<file path="src/hw/rtl/rat_pkg.sv">
// rat_pkg: widths, codes and types shared by the alarm table RTL.
// No dependencies; compile first.
`default_nettype none

package rat_pkg;

    localparam int ENTRIES = 16;
    localparam int IDX_W   = (ENTRIES > 1) ? $clog2(ENTRIES) : 1;
    localparam int CNT_W   = $clog2(ENTRIES + 1);

    localparam int KIND_W = 2;
    localparam int TIME_W = 40;
    localparam int OFF_W  = 32;
    localparam int REC_W  = 2;
    localparam int ID_W   = 31;
    localparam int STAT_W = 3;

    localparam logic [TIME_W-1:0] DAY_SECONDS  = TIME_W'(86400);
    localparam logic [TIME_W-1:0] HOUR_SECONDS = TIME_W'(3600);

    // command kinds
    localparam logic [KIND_W-1:0] KIND_ADD_ABS = 2'd0;
    localparam logic [KIND_W-1:0] KIND_ADD_REL = 2'd1;
    localparam logic [KIND_W-1:0] KIND_REMOVE  = 2'd2;
    localparam logic [KIND_W-1:0] KIND_CHECK   = 2'd3;

    // recurrence codes; anything else behaves as once
    localparam logic [REC_W-1:0] REC_ONCE   = 2'd0;
    localparam logic [REC_W-1:0] REC_DAILY  = 2'd1;
    localparam logic [REC_W-1:0] REC_HOURLY = 2'd2;

    // result status codes
    localparam logic [STAT_W-1:0] ST_ADDED    = 3'd0;
    localparam logic [STAT_W-1:0] ST_REMOVED  = 3'd1;
    localparam logic [STAT_W-1:0] ST_NOTFOUND = 3'd2;
    localparam logic [STAT_W-1:0] ST_DUE      = 3'd3;
    localparam logic [STAT_W-1:0] ST_NONE_DUE = 3'd4;
    localparam logic [STAT_W-1:0] ST_FULL     = 3'd5;

    typedef struct packed {
        logic [TIME_W-1:0] trig_time;
        logic [REC_W-1:0]  period;
        logic [ID_W-1:0]   ident;
    } entry_t;

    typedef struct packed {
        logic             en;
        logic [IDX_W-1:0] addr;
        entry_t           data;
    } mem_wr_t;

endpackage

`default_nettype wire

</file>
<file path="src/hw/rtl/rat_if.sv">
// rat_if: valid/ready channel interfaces for command and result beats.
// Depends on rat_pkg.
`default_nettype none

interface rat_req_if;
    logic                              valid;
    logic                              ready;
    logic [rat_pkg::KIND_W-1:0]        kind;
    logic [rat_pkg::TIME_W-1:0]        now_seconds;
    logic signed [rat_pkg::OFF_W-1:0]  offset_seconds;
    logic [rat_pkg::TIME_W-1:0]        when_seconds;
    logic [rat_pkg::REC_W-1:0]         recurrence;
    logic [rat_pkg::ID_W-1:0]          target_id;

    modport source (
        output valid, kind, now_seconds, offset_seconds, when_seconds, recurrence, target_id,
        input  ready
    );
    modport sink (
        input  valid, kind, now_seconds, offset_seconds, when_seconds, recurrence, target_id,
        output ready
    );
endinterface

interface rat_rsp_if;
    logic                        valid;
    logic                        ready;
    logic [rat_pkg::STAT_W-1:0]  status;
    logic [rat_pkg::ID_W-1:0]    entry_id;
    logic [rat_pkg::REC_W-1:0]   entry_recurrence;
    logic [rat_pkg::TIME_W-1:0]  fired_time;
    logic [rat_pkg::CNT_W-1:0]   entries_in_use;
    logic                        last;

    modport source (
        output valid, status, entry_id, entry_recurrence, fired_time, entries_in_use, last,
        input  ready
    );
    modport sink (
        input  valid, status, entry_id, entry_recurrence, fired_time, entries_in_use, last,
        output ready
    );
endinterface

`default_nettype wire

</file>
<file path="src/hw/rtl/rat_store.sv">
// rat_store: entry memory (time, period, id), one write and one read port,
// registered read data. Depends on rat_pkg.
`default_nettype none

module rat_store (
    input  wire logic                      clk,
    input  wire rat_pkg::mem_wr_t          wr,
    input  wire logic                      rd_en,
    input  wire logic [rat_pkg::IDX_W-1:0] rd_addr,
    output rat_pkg::entry_t                rd_data
);

    rat_pkg::entry_t entry_mem [rat_pkg::ENTRIES];
    rat_pkg::entry_t rd_data_reg;

    always_ff @(posedge clk)
    begin
        if (wr.en)
        begin
            entry_mem[wr.addr] <= wr.data;
        end
    end

    // read-before-write on a same-address collision
    always_ff @(posedge clk)
    begin
        if (rd_en)
        begin
            rd_data_reg <= entry_mem[rd_addr];
        end
    end

    assign rd_data = rd_data_reg;

endmodule

`default_nettype wire

</file>
<file path="src/hw/rtl/recurring_alarm_table.sv">
// recurring_alarm_table: 16-entry alarm table, one command beat at a time.
// Steps: an add stores the entry, then the hand-off; a remove, and a check with nothing
// due, sweep the entry memory, then the hand-off; a check with due entries sweeps it once,
// then runs a pick sweep, fire and hand-off for each due beat.
// Next command taken in the cycle after the last beat is loaded; output stalls delay it.
// Reset clears valid flops and in-use count, next id to one; unwritten slots are ignored.
`default_nettype none

module recurring_alarm_table (
    input  wire logic  clk,
    input  wire logic  rst_n,
    rat_req_if.sink    req,
    rat_rsp_if.source  rsp
);

    localparam int ENTRIES = rat_pkg::ENTRIES;
    localparam int IDX_W   = rat_pkg::IDX_W;
    localparam int CNT_W   = rat_pkg::CNT_W;
    localparam int TIME_W  = rat_pkg::TIME_W;
    localparam int OFF_W   = rat_pkg::OFF_W;
    localparam int REC_W   = rat_pkg::REC_W;
    localparam int ID_W    = rat_pkg::ID_W;
    localparam int STAT_W  = rat_pkg::STAT_W;
    localparam int KIND_W  = rat_pkg::KIND_W;

    typedef enum logic [5:0] {
        S_IDLE = 6'b000001,   // waiting for a command beat
        S_ADD  = 6'b000010,   // store new entry or report full
        S_SCAN = 6'b000100,   // sweep for remove matches or due entries
        S_PICK = 6'b001000,   // sweep for lowest pending id
        S_FIRE = 6'b010000,   // reschedule or retire the picked entry
        S_RESP = 6'b100000    // hand staged result to the output register
    } state_t;

    state_t state_reg, state_next;

    // control state
    logic [ENTRIES-1:0] valid_reg, valid_next;
    logic [CNT_W-1:0]   used_reg, used_next;
    logic [ID_W-1:0]    next_id_reg, next_id_next;
    logic [CNT_W-1:0]   cnt_reg, cnt_next;         // read address of the sweep
    logic               rdv_reg, rdv_next;         // read data valid this cycle
    logic [IDX_W-1:0]   rdi_reg, rdi_next;         // slot of the read data
    logic [ENTRIES-1:0] due_reg, due_next;         // due and not yet fired
    logic [CNT_W-1:0]   once_cnt_reg, once_cnt_next;
    logic               found_reg, found_next;
    logic [CNT_W-1:0]   chk_used_reg, chk_used_next;
    logic               best_vld_reg, best_vld_next;
    logic               out_valid_reg, out_valid_next;

    // payload
    logic [KIND_W-1:0]       cmd_kind_reg;
    logic [TIME_W-1:0]       cmd_now_reg;
    logic signed [OFF_W-1:0] cmd_off_reg;
    logic [TIME_W-1:0]       cmd_when_reg;
    logic [REC_W-1:0]        cmd_rec_reg;
    logic [ID_W-1:0]         cmd_target_reg;

    logic [IDX_W-1:0]  best_idx_reg, best_idx_next;
    logic [ID_W-1:0]   best_id_reg, best_id_next;
    logic [TIME_W-1:0] best_time_reg, best_time_next;
    logic [REC_W-1:0]  best_per_reg, best_per_next;

    logic [STAT_W-1:0] res_status_reg, res_status_next;
    logic [ID_W-1:0]   res_id_reg, res_id_next;
    logic [REC_W-1:0]  res_rec_reg, res_rec_next;
    logic [TIME_W-1:0] res_time_reg, res_time_next;
    logic              res_last_reg, res_last_next;

    logic [STAT_W-1:0] out_status_reg;
    logic [ID_W-1:0]   out_id_reg;
    logic [REC_W-1:0]  out_rec_reg;
    logic [TIME_W-1:0] out_time_reg;
    logic [CNT_W-1:0]  out_used_reg;
    logic              out_last_reg;

    logic             cmd_load;
    logic             out_load;
    logic             rd_en;
    rat_pkg::entry_t  rd_data;
    rat_pkg::mem_wr_t mem_wr;

    assign req.ready = (state_reg == S_IDLE);
    assign cmd_load  = req.valid && req.ready;
    assign rd_en     = ((state_reg == S_SCAN) || (state_reg == S_PICK))
                       && (cnt_reg < CNT_W'(ENTRIES));

    rat_store u_store (
        .clk     (clk),
        .wr      (mem_wr),
        .rd_en   (rd_en),
        .rd_addr (cnt_reg[IDX_W-1:0]),
        .rd_data (rd_data)
    );

    always_comb
    begin
        logic              free;
        logic [IDX_W-1:0]  slot;
        logic [TIME_W+1:0] rel_sum;
        logic [TIME_W-1:0] add_time;
        logic [TIME_W:0]   sat_sum;
        logic [ENTRIES-1:0] pend_left;
        logic              sweep_done;

        state_next     = state_reg;
        valid_next     = valid_reg;
        used_next      = used_reg;
        next_id_next   = next_id_reg;
        cnt_next       = cnt_reg;
        rdv_next       = 1'b0;
        rdi_next       = rdi_reg;
        due_next       = due_reg;
        once_cnt_next  = once_cnt_reg;
        found_next     = found_reg;
        chk_used_next  = chk_used_reg;
        best_vld_next  = best_vld_reg;
        best_idx_next  = best_idx_reg;
        best_id_next   = best_id_reg;
        best_time_next = best_time_reg;
        best_per_next  = best_per_reg;
        res_status_next = res_status_reg;
        res_id_next    = res_id_reg;
        res_rec_next   = res_rec_reg;
        res_time_next  = res_time_reg;
        res_last_next  = res_last_reg;
        out_load       = 1'b0;
        mem_wr         = '0;

        // lowest free slot
        free = 1'b0;
        slot = '0;
        for (int i = ENTRIES - 1; i >= 0; i--)
        begin
            if (!valid_reg[i])
            begin
                free = 1'b1;
                slot = IDX_W'(i);
            end
        end

        // now + sign-extended offset, clamped to the 40-bit range
        rel_sum = {2'b00, cmd_now_reg}
                  + {{(TIME_W + 2 - OFF_W){cmd_off_reg[OFF_W-1]}}, cmd_off_reg};
        if (cmd_kind_reg == rat_pkg::KIND_ADD_ABS)
        begin
            add_time = cmd_when_reg;
        end
        else if (rel_sum[TIME_W+1])
        begin
            add_time = '0;
        end
        else if (rel_sum[TIME_W])
        begin
            add_time = '1;
        end
        else
        begin
            add_time = rel_sum[TIME_W-1:0];
        end

        // reschedule step with saturation
        if (best_per_reg == rat_pkg::REC_DAILY)
        begin
            sat_sum = {1'b0, best_time_reg} + {1'b0, rat_pkg::DAY_SECONDS};
        end
        else
        begin
            sat_sum = {1'b0, best_time_reg} + {1'b0, rat_pkg::HOUR_SECONDS};
        end

        pend_left = due_reg;
        pend_left[best_idx_reg] = 1'b0;

        sweep_done = (cnt_reg == CNT_W'(ENTRIES)) && rdv_reg;

        case (state_reg)
            S_IDLE:
            begin
                if (cmd_load)
                begin
                    cnt_next      = '0;
                    due_next      = '0;
                    once_cnt_next = '0;
                    found_next    = 1'b0;
                    if (req.kind inside {rat_pkg::KIND_ADD_ABS, rat_pkg::KIND_ADD_REL})
                    begin
                        state_next = S_ADD;
                    end
                    else
                    begin
                        state_next = S_SCAN;
                    end
                end
            end

            S_ADD:
            begin
                res_rec_next  = '0;
                res_time_next = '0;
                res_last_next = 1'b1;
                if (free)
                begin
                    mem_wr.en             = 1'b1;
                    mem_wr.addr           = slot;
                    mem_wr.data.trig_time = add_time;
                    mem_wr.data.period    = cmd_rec_reg;
                    mem_wr.data.ident     = next_id_reg;
                    valid_next[slot]      = 1'b1;
                    used_next             = used_reg + 1'b1;
                    next_id_next          = next_id_reg + 1'b1;
                    res_status_next       = rat_pkg::ST_ADDED;
                    res_id_next           = next_id_reg;
                end
                else
                begin
                    res_status_next = rat_pkg::ST_FULL;
                    res_id_next     = '0;
                end
                state_next = S_RESP;
            end

            S_SCAN:
            begin
                if (rd_en)
                begin
                    cnt_next = cnt_reg + 1'b1;
                    rdv_next = 1'b1;
                    rdi_next = cnt_reg[IDX_W-1:0];
                end
                if (rdv_reg && valid_reg[rdi_reg])
                begin
                    if (cmd_kind_reg == rat_pkg::KIND_REMOVE)
                    begin
                        if (rd_data.ident == cmd_target_reg)
                        begin
                            valid_next[rdi_reg] = 1'b0;
                            used_next           = used_reg - 1'b1;
                            found_next          = 1'b1;
                        end
                    end
                    else if (rd_data.trig_time <= cmd_now_reg)
                    begin
                        due_next[rdi_reg] = 1'b1;
                        if (!(rd_data.period inside {rat_pkg::REC_DAILY, rat_pkg::REC_HOURLY}))
                        begin
                            once_cnt_next = once_cnt_reg + 1'b1;
                        end
                    end
                end
                if (sweep_done)
                begin
                    res_rec_next  = '0;
                    res_time_next = '0;
                    res_last_next = 1'b1;
                    if (cmd_kind_reg == rat_pkg::KIND_REMOVE)
                    begin
                        res_status_next = found_next ? rat_pkg::ST_REMOVED
                                                     : rat_pkg::ST_NOTFOUND;
                        res_id_next     = cmd_target_reg;
                        state_next      = S_RESP;
                    end
                    else if (due_next == '0)
                    begin
                        res_status_next = rat_pkg::ST_NONE_DUE;
                        res_id_next     = '0;
                        state_next      = S_RESP;
                    end
                    else
                    begin
                        // count after all once entries retire, shown on every due beat
                        chk_used_next = used_reg - once_cnt_next;
                        cnt_next      = '0;
                        best_vld_next = 1'b0;
                        state_next    = S_PICK;
                    end
                end
            end

            S_PICK:
            begin
                if (rd_en)
                begin
                    cnt_next = cnt_reg + 1'b1;
                    rdv_next = 1'b1;
                    rdi_next = cnt_reg[IDX_W-1:0];
                end
                // strict less-than keeps the lower slot on equal ids
                if (rdv_reg && due_reg[rdi_reg]
                    && (!best_vld_reg || (rd_data.ident < best_id_reg)))
                begin
                    best_vld_next  = 1'b1;
                    best_idx_next  = rdi_reg;
                    best_id_next   = rd_data.ident;
                    best_time_next = rd_data.trig_time;
                    best_per_next  = rd_data.period;
                end
                if (sweep_done)
                begin
                    state_next = S_FIRE;
                end
            end

            S_FIRE:
            begin
                due_next = pend_left;
                if (best_per_reg inside {rat_pkg::REC_DAILY, rat_pkg::REC_HOURLY})
                begin
                    mem_wr.en             = 1'b1;
                    mem_wr.addr           = best_idx_reg;
                    mem_wr.data.trig_time = sat_sum[TIME_W] ? '1 : sat_sum[TIME_W-1:0];
                    mem_wr.data.period    = best_per_reg;
                    mem_wr.data.ident     = best_id_reg;
                end
                else
                begin
                    valid_next[best_idx_reg] = 1'b0;
                    used_next                = used_reg - 1'b1;
                end
                res_status_next = rat_pkg::ST_DUE;
                res_id_next     = best_id_reg;
                res_rec_next    = best_per_reg;
                res_time_next   = best_time_reg;
                res_last_next   = (pend_left == '0);
                state_next      = S_RESP;
            end

            S_RESP:
            begin
                if (!out_valid_reg || rsp.ready)
                begin
                    out_load = 1'b1;
                    if (res_last_reg)
                    begin
                        state_next = S_IDLE;
                    end
                    else
                    begin
                        cnt_next      = '0;
                        best_vld_next = 1'b0;
                        state_next    = S_PICK;
                    end
                end
            end

            default:
            begin
                state_next = S_IDLE;
            end
        endcase

        if (out_load)
        begin
            out_valid_next = 1'b1;
        end
        else if (rsp.ready)
        begin
            out_valid_next = 1'b0;
        end
        else
        begin
            out_valid_next = out_valid_reg;
        end
    end

    always_ff @(posedge clk or negedge rst_n)
    begin
        if (!rst_n)
        begin
            state_reg     <= S_IDLE;
            valid_reg     <= '0;
            used_reg      <= '0;
            next_id_reg   <= ID_W'(1);
            cnt_reg       <= '0;
            rdv_reg       <= 1'b0;
            rdi_reg       <= '0;
            due_reg       <= '0;
            once_cnt_reg  <= '0;
            found_reg     <= 1'b0;
            chk_used_reg  <= '0;
            best_vld_reg  <= 1'b0;
            out_valid_reg <= 1'b0;
        end
        else
        begin
            state_reg     <= state_next;
            valid_reg     <= valid_next;
            used_reg      <= used_next;
            next_id_reg   <= next_id_next;
            cnt_reg       <= cnt_next;
            rdv_reg       <= rdv_next;
            rdi_reg       <= rdi_next;
            due_reg       <= due_next;
            once_cnt_reg  <= once_cnt_next;
            found_reg     <= found_next;
            chk_used_reg  <= chk_used_next;
            best_vld_reg  <= best_vld_next;
            out_valid_reg <= out_valid_next;
        end
    end

    // payload, no reset
    always_ff @(posedge clk)
    begin
        if (cmd_load)
        begin
            cmd_kind_reg   <= req.kind;
            cmd_now_reg    <= req.now_seconds;
            cmd_off_reg    <= req.offset_seconds;
            cmd_when_reg   <= req.when_seconds;
            cmd_rec_reg    <= req.recurrence;
            cmd_target_reg <= req.target_id;
        end
        best_idx_reg   <= best_idx_next;
        best_id_reg    <= best_id_next;
        best_time_reg  <= best_time_next;
        best_per_reg   <= best_per_next;
        res_status_reg <= res_status_next;
        res_id_reg     <= res_id_next;
        res_rec_reg    <= res_rec_next;
        res_time_reg   <= res_time_next;
        res_last_reg   <= res_last_next;
        if (out_load)
        begin
            out_status_reg <= res_status_reg;
            out_id_reg     <= res_id_reg;
            out_rec_reg    <= res_rec_reg;
            out_time_reg   <= res_time_reg;
            out_used_reg   <= (res_status_reg == rat_pkg::ST_DUE) ? chk_used_reg : used_reg;
            out_last_reg   <= res_last_reg;
        end
    end

    assign rsp.valid            = out_valid_reg;
    assign rsp.status           = out_status_reg;
    assign rsp.entry_id         = out_id_reg;
    assign rsp.entry_recurrence = out_rec_reg;
    assign rsp.fired_time       = out_time_reg;
    assign rsp.entries_in_use   = out_used_reg;
    assign rsp.last             = out_last_reg;

`ifndef SYNTHESIS
    // in-use count tracks the valid flops
    a_used_count: assert property (@(posedge clk) disable iff (!rst_n)
        used_reg == CNT_W'($countones(valid_reg)))
        else $error("in-use count out of step with valid bits");

    // a pick sweep always has something left to fire
    a_pick_pending: assert property (@(posedge clk) disable iff (!rst_n)
        (state_reg == S_PICK) |-> (due_reg != '0))
        else $error("pick sweep with no pending due entry");

    // an accepted beat always starts work
    a_accept_busy: assert property (@(posedge clk) disable iff (!rst_n)
        (req.valid && req.ready) |=> (state_reg != S_IDLE))
        else $error("command beat accepted but block stayed idle");
`endif

endmodule

`default_nettype wire

</file>
<file path="src/flat_wrapper.sv">
// flat-port wrapper written by rule: the top's interface ports become plain ports
module recurring_alarm_table_flat 
  (clk, rst_n, req_valid, req_kind, req_now_seconds, req_offset_seconds, req_when_seconds, req_recurrence, req_target_id, req_ready, rsp_valid, rsp_status, rsp_entry_id, rsp_entry_recurrence, rsp_fired_time, rsp_entries_in_use, rsp_last, rsp_ready);
  rat_req_if req_i ();
  rat_rsp_if rsp_i ();
  input  wire logic clk;
  input  wire logic rst_n;
  input wire logic [$bits(req_i.valid)-1:0] req_valid;
  input wire logic [$bits(req_i.kind)-1:0] req_kind;
  input wire logic [$bits(req_i.now_seconds)-1:0] req_now_seconds;
  input wire logic [$bits(req_i.offset_seconds)-1:0] req_offset_seconds;
  input wire logic [$bits(req_i.when_seconds)-1:0] req_when_seconds;
  input wire logic [$bits(req_i.recurrence)-1:0] req_recurrence;
  input wire logic [$bits(req_i.target_id)-1:0] req_target_id;
  output wire logic [$bits(req_i.ready)-1:0] req_ready;
  output wire logic [$bits(rsp_i.valid)-1:0] rsp_valid;
  output wire logic [$bits(rsp_i.status)-1:0] rsp_status;
  output wire logic [$bits(rsp_i.entry_id)-1:0] rsp_entry_id;
  output wire logic [$bits(rsp_i.entry_recurrence)-1:0] rsp_entry_recurrence;
  output wire logic [$bits(rsp_i.fired_time)-1:0] rsp_fired_time;
  output wire logic [$bits(rsp_i.entries_in_use)-1:0] rsp_entries_in_use;
  output wire logic [$bits(rsp_i.last)-1:0] rsp_last;
  input wire logic [$bits(rsp_i.ready)-1:0] rsp_ready;
  assign req_i.valid = req_valid;
  assign req_i.kind = req_kind;
  assign req_i.now_seconds = req_now_seconds;
  assign req_i.offset_seconds = req_offset_seconds;
  assign req_i.when_seconds = req_when_seconds;
  assign req_i.recurrence = req_recurrence;
  assign req_i.target_id = req_target_id;
  assign req_ready = req_i.ready;
  assign rsp_valid = rsp_i.valid;
  assign rsp_status = rsp_i.status;
  assign rsp_entry_id = rsp_i.entry_id;
  assign rsp_entry_recurrence = rsp_i.entry_recurrence;
  assign rsp_fired_time = rsp_i.fired_time;
  assign rsp_entries_in_use = rsp_i.entries_in_use;
  assign rsp_last = rsp_i.last;
  assign rsp_i.ready = rsp_ready;
  recurring_alarm_table u_core (.clk(clk), .rst_n(rst_n), .req(req_i), .rsp(rsp_i));
endmodule
</file>
<file path="config.mk">
export PLATFORM = sky130hd
export DESIGN_NAME = recurring_alarm_table_flat
export DESIGN_NICKNAME = d
export VERILOG_FILES = /design/src/hw/rtl/rat_pkg.sv /design/src/hw/rtl/rat_if.sv /design/src/hw/rtl/rat_store.sv /design/src/hw/rtl/recurring_alarm_table.sv /design/src/flat_wrapper.sv
export SDC_FILE = /design/constraint.sdc
export NUM_CORES = 2
export LEC_CHECK = 0
export BUFFER_PORTS_ARGS = -buffer_cell sky130_fd_sc_hd__buf_4
export CELL_PAD_IN_SITES_DETAIL_PLACEMENT = 1
export CELL_PAD_IN_SITES_GLOBAL_PLACEMENT = 1
export CORE_ASPECT_RATIO = 0.9
export CORE_MARGIN = 2
export CORE_UTILIZATION = 50
export DETAILED_ROUTE_END_ITERATION = 10
export PLACE_DENSITY = 0.85
export SETUP_SLACK_MARGIN = 0.15
export SYNTH_ARGS = -nofsm -noshare
export SYNTH_HDL_FRONTEND = slang
export SYNTH_SLANG_ARGS = --single-unit
</file>
<file path="constraint.sdc">
create_clock -name clk -period 11.3 [get_ports clk]
set_input_delay 3.39 -clock clk [delete_from_list [all_inputs] [get_ports clk]]
set_output_delay 3.39 -clock clk [all_outputs]
set_load 0.005 [all_outputs]
</file>
==> impl_metrics.toml <==
[synth]
yosys-top-cells-count = "edfxtp_1, mux4_2, a21oi_1, nand2_1, nor2_1"
yosysWarnings = 0
synth-main-ff-cell = "edfxtp_1"
ys_seq_area_share_pct = 72.90
synth_nets = 4089
synth_area_leader_cell = "edfxtp_1"
synth_top_area_share_pct = 69.44
yosysMostFrequentCell = "edfxtp_1"
async_reset_ff_share_pct = 5.636
synth.distinct_cells = 90
syn_avg_cell_area_um2 = 18.45
syn_inst = 3807
synth_edf_count = 1624
synth_seq_cells = 1721
synthesis.area_um2 = 70230
synthTopCellsByArea = "edfxtp_1, mux4_2, dfrtp_1, ha_1, a21oi_1"

[global_route]
grt_max_degree = 144
first_global_vias = 44410
track_usage_pct = 30.90
grt_pass1_wl_um = 318400
overflow = 0
antenna_found_initial = 6

[final_layout]
largest_reg_flops = 1168
instances_no_fill = 6150
n_antenna_cell = 0
fillers = 12290
nets = 4446
seqCellArea_um2 = 51210
multiInputGateArea_um2 = 18070
synthToLayoutAreaGrowth_pct = 14.15
drive_gt1_share_pct = 24.55

[cts]
path_clk_slew_ns = 0.06
cts_tree = "built"
hold_buffers = 0
cts_sinks = 1721
clock_latency_ns = 0.82
post_cts_buffers = 0
htreeDepth = 4
clock-root-buffer = "clkbuf_16"
cts_buffer_depth = 3
cts_made_buffers = 169
ctsResizeCount = 0

[timing]
worstMarginPinSlew_ns = 1.447
hold_viol = 0
slew_violations = 0
rsz0062_at_grt = "false"
max_freq_mhz = 156.7
skew_ns = 0.03825
slew_headroom_pct = 3.266
setup_viol = 0
finalCriticalPeriod_ns = 6.383
fin_setup_tns_ns = 0
fin_crit_sh_pct = 56.49

[outcome]
status = "complete, no violations"

[power]
powerDensity_nw_per_um2 = 215.1
p_leak_nw = 26.34
max-vdd-ir-drop_mv = 0.1856

[placed_design]
numPortBuffers = 234
dpl.cell_count = 5840
gp_congestion = 0.9032
hpwl_um = 122700

[die]
dieArea_um2 = 143500
die_w_um = 399.1
core_um2 = 139600
io_pins = 235
die_y_um = 359.6
start_util_pct = 50.32
floorplan.rows = 130

[setup_path]
critPathRequiredTime_ns = 11.73
rr_worst_depth = 15
reg2reg_slack_ns = 4.92
critPathMaxFanout = 30
cp.arrival_ns = 6.81
rr_endpoint = "u_core.u_store.entry_mem[6][57]$_DFFE_PP_"
path_class = "flip-flop to flip-flop"
rr_startpoint = "u_core.cmd_now_reg[0]$_DFFE_PP_"
critPathLaunchType = "flip-flop"
end_kind = "flip-flop"

[detailed_routing]
postRouteAntennaNets = 0
vias = 42280
drt-total-wl_um = 220700
drt-pass1-iter-count = 9
post-route-drc-count = 0
wl_per_cell_um = 35.89
drt_iter0_drc = 6715
avgViaCountPerCell = 6.875

[hold_path]
hold_path_end = "u_core.rsp.fired_time[34]$_DFFE_PP_"
min_path_cells = 0
min_path_type = "flip-flop to flip-flop"
hp-start = "u_core.res_time_reg[34]$_SDFFCE_PP0P_"

[job]
cap_violations = 0
## final cells by class
type                       instances  area share (%)
tap                             1848           2.884
clock buffer                     216           5.701
sequential                      1721           63.88
timing repair buffer             353           3.337
clock inverter                    93           1.044
multi-input combinational       1789           22.54
inverter                         130          0.6149
## cells in the final DEF, fill, tap and decap left out, types with 31 or more instances in the layout
master | synthesis | layout
edfxtp_1 | 1624 | 1624
mux4_2 | 372 | 372
buf_4 | 1 | 351
a21oi_1 | 175 | 174
clkbuf_16 | 0 | 173
nand2_1 | 166 | 166
nor2_1 | 153 | 134
inv_1 | 129 | 128
ha_1 | 128 | 128
o21ai_0 | 125 | 122
xnor2_1 | 98 | 98
dfrtp_1 | 95 | 91
and2_1 | 42 | 42
nand4_1 | 41 | 41
a21o_1 | 39 | 39
nand3_1 | 39 | 39
xor2_1 | 38 | 38
clkbuf_1 | 121 | 35
a222oi_1 | 31 | 31
clkinv_1 | 0 | 31
## metal layers
metal	track usage [%]	wire length, um	vias up
li1	-	-	16030
met1	39.59	77210	21620
met2	49.41	106300	3684
met3	7.129	23980	940
met4	16.25	13190	10
met5	0	71	-
## metrics by stage
| step | hold WS, ns | total power [mW] | utilization (%) | instance area, um^2 | setup slack (ns) |
|---|---|---|---|---|---|
| floorplan | 0.4003 | 10.24 | - | 70230 | 3.908 |
| finish | 0.4147 | 17.25 | 57.45 | 80170 | 4.917 |
| detailed placement | 0.4063 | 11.46 | 53.57 | 74760 | 4.927 |
| global placement | 0.4038 | 11.26 | 53.57 | 74760 | 5.015 |
| CTS | 0.4178 | 17.19 | 57.44 | 80160 | 5.029 |
| global route | 0.4157 | 17.67 | 57.45 | 80170 | 4.943 |
## cells by family after synthesis
family / count (synthesis) / share of synthesized area (%)
AO/OA/AOI/OAI: 514 / 4.701
multiplexers: 396 / 12.32
flip-flops: 1721 / 72.90
AND/OR/NAND/NOR: 612 / 4.377
adder cells (fa/ha/maj): 131 / 2.366
XOR/XNOR: 136 / 1.696
buffers and inverters: 297 / 1.639
## report_power, final
part           internal (mW)  switching [mW]  leakage (nW)  total (mW)
Clock                   3.16            2.50          2.64        5.67
Sequential              7.65           0.412          15.7        8.06
Combinational           1.39            2.14          7.99        3.52
## worst max path at each step
| stage | startpoint | to | slack, ns | cells past startpoint |
|---|---|---|---|---|
| 2_1_floorplan | rsp_ready | u_core.rsp.entries_in_use[0]$_DFFE_PP_ | 3.91 | 2 |
| 3_3_place_gp | req_valid | u_core.once_cnt_reg[0]$_DFFE_PN0P_ | 5.01 | 7 |
| 3_5_place_dp | req_valid | u_core.once_cnt_reg[2]$_DFFE_PN0P_ | 4.93 | 7 |
| 4_1_cts | u_core.cmd_now_reg[0]$_DFFE_PP_ | u_core.u_store.entry_mem[5][42]$_DFFE_PP_ | 5.03 | 15 |
| 5_1_grt | u_core.cmd_now_reg[0]$_DFFE_PP_ | u_core.u_store.entry_mem[8][57]$_DFFE_PP_ | 4.94 | 15 |
| 6_report | u_core.cmd_now_reg[0]$_DFFE_PP_ | u_core.u_store.entry_mem[6][57]$_DFFE_PP_ | 4.92 | 15 |
## worst max-delay path: stages, from the launching register on
cell	delay (ns)
edfxtp_1	0.42
ha_1	0.25
inv_1	0.08
fa_1	0.21
nand2b_1	0.21
a21oi_1	0.15
nor4_1	0.78
a2bb2oi_1	0.45
a21oi_1	0.26
o21ai_1	0.64
a21o_1	0.25
a21oi_1	0.13
nor3_4	0.43
buf_4	0.53
nor2_1	0.13
o221ai_1	1.05
No activity file was read; power rests on OpenSTA's default activity.
